--- src/hw/rtl/crt_pkg.sv ---
// ----------------------------------------------------------------------------
// CRT merge package
// Shared widths and the divider request/response structs.
// ----------------------------------------------------------------------------
package crt_pkg;

  localparam int MOD_BITS  = 31;
  localparam int OUT_BITS  = 2 * MOD_BITS;
  // Wide work width: signed values up to about 2^63 in magnitude.
  localparam int WIDE_BITS = OUT_BITS + 2;
  localparam int IN_BYTES  = (4 * MOD_BITS + 7) / 8;
  localparam int OUT_BYTES = (1 + 2 * OUT_BITS + 7) / 8;
  localparam int CNT_BITS  = $clog2(WIDE_BITS + 1);

  // Request to the shared restoring divider (unsigned operands).
  typedef struct packed {
    logic                 start;
    logic [WIDE_BITS-1:0] dividend;
    logic [WIDE_BITS-1:0] divisor;
  } div_req_t;

  // Response from the divider.
  typedef struct packed {
    logic                 done;
    logic [WIDE_BITS-1:0] quotient;
    logic [WIDE_BITS-1:0] remainder;
  } div_rsp_t;

endpackage

--- src/hw/rtl/crt_divider.sv ---
// ----------------------------------------------------------------------------
// CRT shared divider
// Restoring unsigned divider, one quotient bit per cycle.
// ----------------------------------------------------------------------------
module crt_divider (
  input  logic              clk,
  input  logic              rst,
  input  crt_pkg::div_req_t req,
  output crt_pkg::div_rsp_t rsp
);

  logic [crt_pkg::WIDE_BITS-1:0] quo;
  logic [crt_pkg::WIDE_BITS-1:0] rem;
  logic [crt_pkg::WIDE_BITS-1:0] dsr;
  logic [crt_pkg::CNT_BITS-1:0]  cnt;
  logic                          busy;
  logic                          done;
  logic [crt_pkg::WIDE_BITS:0]   trial;

  // Shift in the next dividend bit and try to subtract the divisor.
  assign trial = {rem, quo[crt_pkg::WIDE_BITS-1]} - {1'b0, dsr};

  always_ff @(posedge clk) begin
    if (rst) begin
      busy <= 1'b0;
      done <= 1'b0;
      cnt  <= '0;
    end else begin
      done <= 1'b0;
      if (req.start) begin
        busy <= 1'b1;
        quo  <= req.dividend;
        rem  <= '0;
        dsr  <= req.divisor;
        cnt  <= crt_pkg::CNT_BITS'(crt_pkg::WIDE_BITS);
      end else if (busy) begin
        if (trial[crt_pkg::WIDE_BITS]) begin
          rem <= {rem[crt_pkg::WIDE_BITS-2:0], quo[crt_pkg::WIDE_BITS-1]};
          quo <= {quo[crt_pkg::WIDE_BITS-2:0], 1'b0};
        end else begin
          rem <= trial[crt_pkg::WIDE_BITS-1:0];
          quo <= {quo[crt_pkg::WIDE_BITS-2:0], 1'b1};
        end
        cnt <= cnt - 1'b1;
        if (cnt == crt_pkg::CNT_BITS'(1)) begin
          busy <= 1'b0;
          done <= 1'b1;
        end
      end
    end
  end

  assign rsp.done      = done;
  assign rsp.quotient  = quo;
  assign rsp.remainder = rem;

endmodule

--- config.mk ---
export PLATFORM = sky130hd
export DESIGN_NAME = crt_divider
export DESIGN_NICKNAME = d
export VERILOG_FILES = /design/src/hw/rtl/crt_pkg.sv /design/src/hw/rtl/crt_divider.sv
export SDC_FILE = /design/constraint.sdc
export NUM_CORES = 1
export LEC_CHECK = 0
export ABC_AREA = 1
export BUFFER_PORTS_ARGS = -buffer_cell sky130_fd_sc_hd__buf_2
export CAP_MARGIN = 40
export CORE_AREA = 2 2 218 156
export CTS_BUF_LIST = sky130_fd_sc_hd__clkbuf_8
export DETAILED_ROUTE_END_ITERATION = 7
export DIE_AREA = 0 0 220 158
export PLACE_DENSITY_LB_ADDON = 0.05
export SETUP_SLACK_MARGIN = 0.4
export SYNTH_ARGS = -nofsm -noshare
export SYNTH_HDL_FRONTEND = slang
export SYNTH_SLANG_ARGS = --single-unit
--- constraint.sdc ---
create_clock -name clk -period 7.6 [get_ports clk]
set_clock_uncertainty 0.1 [all_clocks]
set_input_delay 0.76 -clock clk [delete_from_list [all_inputs] [get_ports clk]]
set_output_delay 0.76 -clock clk [all_outputs]
set_load 0.02 [all_outputs]
==> results.json <==
{
  "outcome": "complete, no violations",
  "final_common_cell": "nand2_1",
  "hpwl_um": 38600,
  "die_area_um2": 34800,
  "cts.repair.resized": 0,
  "place_ws_ps": 4200,
  "antenna_found_initial": 1,
  "die_h_um": 158,
  "die_w_um": 220,
  "clock.fmax_mhz": 286,
  "clk_path_buf_depth": 3,
  "yosysUniqueCellTypes": 39,
  "critPathKind": "reg -> reg",
  "overflow": 0,
  "grt_pass1_wl_um": 70400,
  "synth_flop_cell": "edfxtp_1",
  "rsz0062_at_grt": "false",
  "place.gp.congestion": 0.981,
  "final_cell_mix": "nand2_1 (942), inv_1 (421), buf_2 (259)",
  "critPathLaunchType": "flop",
  "cts_num_sinks": 201,
  "avgSynthCellArea_um2": 6.77,
  "first_global_vias": 12100,
  "cp_data_required_time_ps": 7790,
  "viasPerCell": 4.80,
  "io_pins": 260,
  "seqCellArea_um2": 5950,
  "grt_max_degree": 77,
  "hold_viol_final": 0,
  "maxCapViolations": 0,
  "worst_slew_pin_slew_ps": 793,
  "multi_input_area_um2": 6780,
  "insertion_delay_ps": 570,
  "startpoint": "quo[63]",
  "drt_iter0_drc": 1570,
  "syn_area_um2": 14500,
  "post_cts_buffers": 0,
  "coreArea_um2": 32800,
  "drive_gt1_share_pct": 14.2,
  "hold_path.class": "in -> reg",
  "drt-wirelength-per-cell_um": 16.7,
  "min_from": "req[25]",
  "netlist_instances": 2142,
  "leakagePower_uw": 0.00938,
  "initial_utilization_pct": 44.2,
  "slew_headroom_pct": 47.1,
  "nNetsFinal": 2610,
  "finalSetupViolCount": 0,
  "syn-num-nets": 2340,
  "vias": 13800,
  "grtUsageTotal_pct": 27.1,
  "ir_drop_mv": 0.167,
  "drcViolationCount": 0,
  "cts_root_buffer": "clkbuf_8",
  "synth_edf_count": 192,
  "slew_violations": 0,
  "fin_ws_ps": 4100,
  "hold_buffers": 0,
  "ys_seq_area_share_pct": 41.0,
  "fin_crit_sh_pct": 46.1,
  "period_needed_ps": 3500,
  "yosysWarnings": 0,
  "power_per_cell_area_nw_per_um2": 217,
  "setup_tns_ps": 0,
  "crit_fanout": 60,
  "row_count": 56,
  "numCtsBuffers": 36,
  "drtAntennaViolNets": 0,
  "clk_pin_slew_worst_paths_ps": 70,
  "cts_tree": "yes",
  "timing.rr.start": "quo[63]",
  "fill_cells": 3420,
  "async_flop_share_pct": 0,
  "wirelength_um": 47900,
  "htreeDepth": 2,
  "arrival_ps": 3690,
  "dr.pass1.iters": 6,
  "syn_to_final_growth_pct": 16.6,
  "cp-end-kind": "flop",
  "synth-seq-cells": 201,
  "port_buffers": 259
}
-- metal layers --
| layer | part of all wire [%] | vias up | GRT usage (%) | routed length, µm |
|---|---|---|---|---|
| met4 | 0.96 | 0 | 4.15 | 458 |
| met2 | 37 | 509 | 34.2 | 17600 |
| met1 | 52 | 6220 | 45.4 | 24900 |
| li1 | - | 7037 | - | - |
| met5 | 0 | - | 0 | 0 |
| met3 | 10 | 35 | 6.19 | 4980 |
-- Yosys cell counts, types with 2 or more instances --
library cell,count,area share (%)
a21oi_1,59,2.0
buf_4,7,0.36
buf_6,6,0.47
clkbuf_1,20,0.52
dfxtp_1,9,1.2
edfxtp_1,192,40
ha_1,66,5.7
inv_1,412,11
inv_2,8,0.21
nand2_1,942,24
nand2_2,9,0.39
nand3_1,60,2.1
nand3_2,2,0.14
nand3b_1,14,0.73
nand4_1,15,0.65
nor2_1,232,6.0
nor2_2,7,0.30
nor2_4,2,0.16
nor3_1,11,0.38
nor4_1,4,0.17
o21ai_0,8,0.28
o21bai_1,9,0.47
xor2_1,32,1.9
-- power by group --
group / leakage, µW / internal, µW / total [µW] / switching [µW]
Clock: 0.000368 / 465 / 938 / 473
Combinational: 0.00710 / 399 / 1330 / 936
Sequential: 0.00192 / 1340 / 1400 / 58.0
-- metrics by stage --
step / total power (µW) / hold WS [ps] / util (%) / instances / instance area (µm²)
floorplan: 2320 / 337 / - / 2142 / 14500
global placement: 2710 / 355 / 49.4 / 2806 / 16200
detailed placement: 2730 / 371 / 49.6 / 2809 / 16300
CTS: 3680 / 240 / 51.5 / 2874 / 16900
global route: 3900 / 242 / 51.5 / 2874 / 16900
finish: 3670 / 269 / 51.5 / 2875 / 16900
-- area by class of cell --
| type | count | area share [%] |
|---|---|---|
| clock buffer | 38 | 3.09 |
| sequential | 201 | 35.2 |
| clock inverter | 27 | 0.688 |
| inverter | 421 | 9.36 |
| timing repair buffer | 267 | 8.33 |
| tap | 435 | 3.22 |
| antenna | 1 | 0.0148 |
| multi-input combinational | 1485 | 40.1 |
-- registers in the layout, indices dropped and copies added, names as in the netlist --
name and cells:
dsr 64, cnt 7, quo 64, rem 64, busy 1, done 1
-- worst paths after layout --
path | to | slack [ps] | cells after the start
max reg2reg | rem[21] | 4100 | 19
max | rem[21] | 4100 | 19
min reg2reg | cnt[4] | 380 | 1
min | dsr[25] | 270 | 1
-- critical path: stages, from the launching register on --
cell and delay (ps):
edfxtp_1 430, inv_1 70, ha_1 220, fa_1 400, inv_1 130, nand2_1 60
nand2_1 60, nand3_1 100, nand2_2 140, nand2_1 70, nand2_2 160, nand2_1 90
nand2_2 120, nand2_2 100, nand2_2 90, nand2_2 70, nand2_4 470, nand2_1 120
nand2_1 90, nor2_1 40
-- cell families after synthesis --
group,count (synthesis),share of synthesized area (%)
AO/OA/AOI/OAI,81,3.04
XOR/XNOR,32,1.93
flip-flops,201,41.0
AND/OR/NAND/NOR,1305,35.8
adder cells (fa/ha/maj),67,5.84
buffers and inverters,456,12.3
No activity file was read; power rests on OpenSTA's default activity.
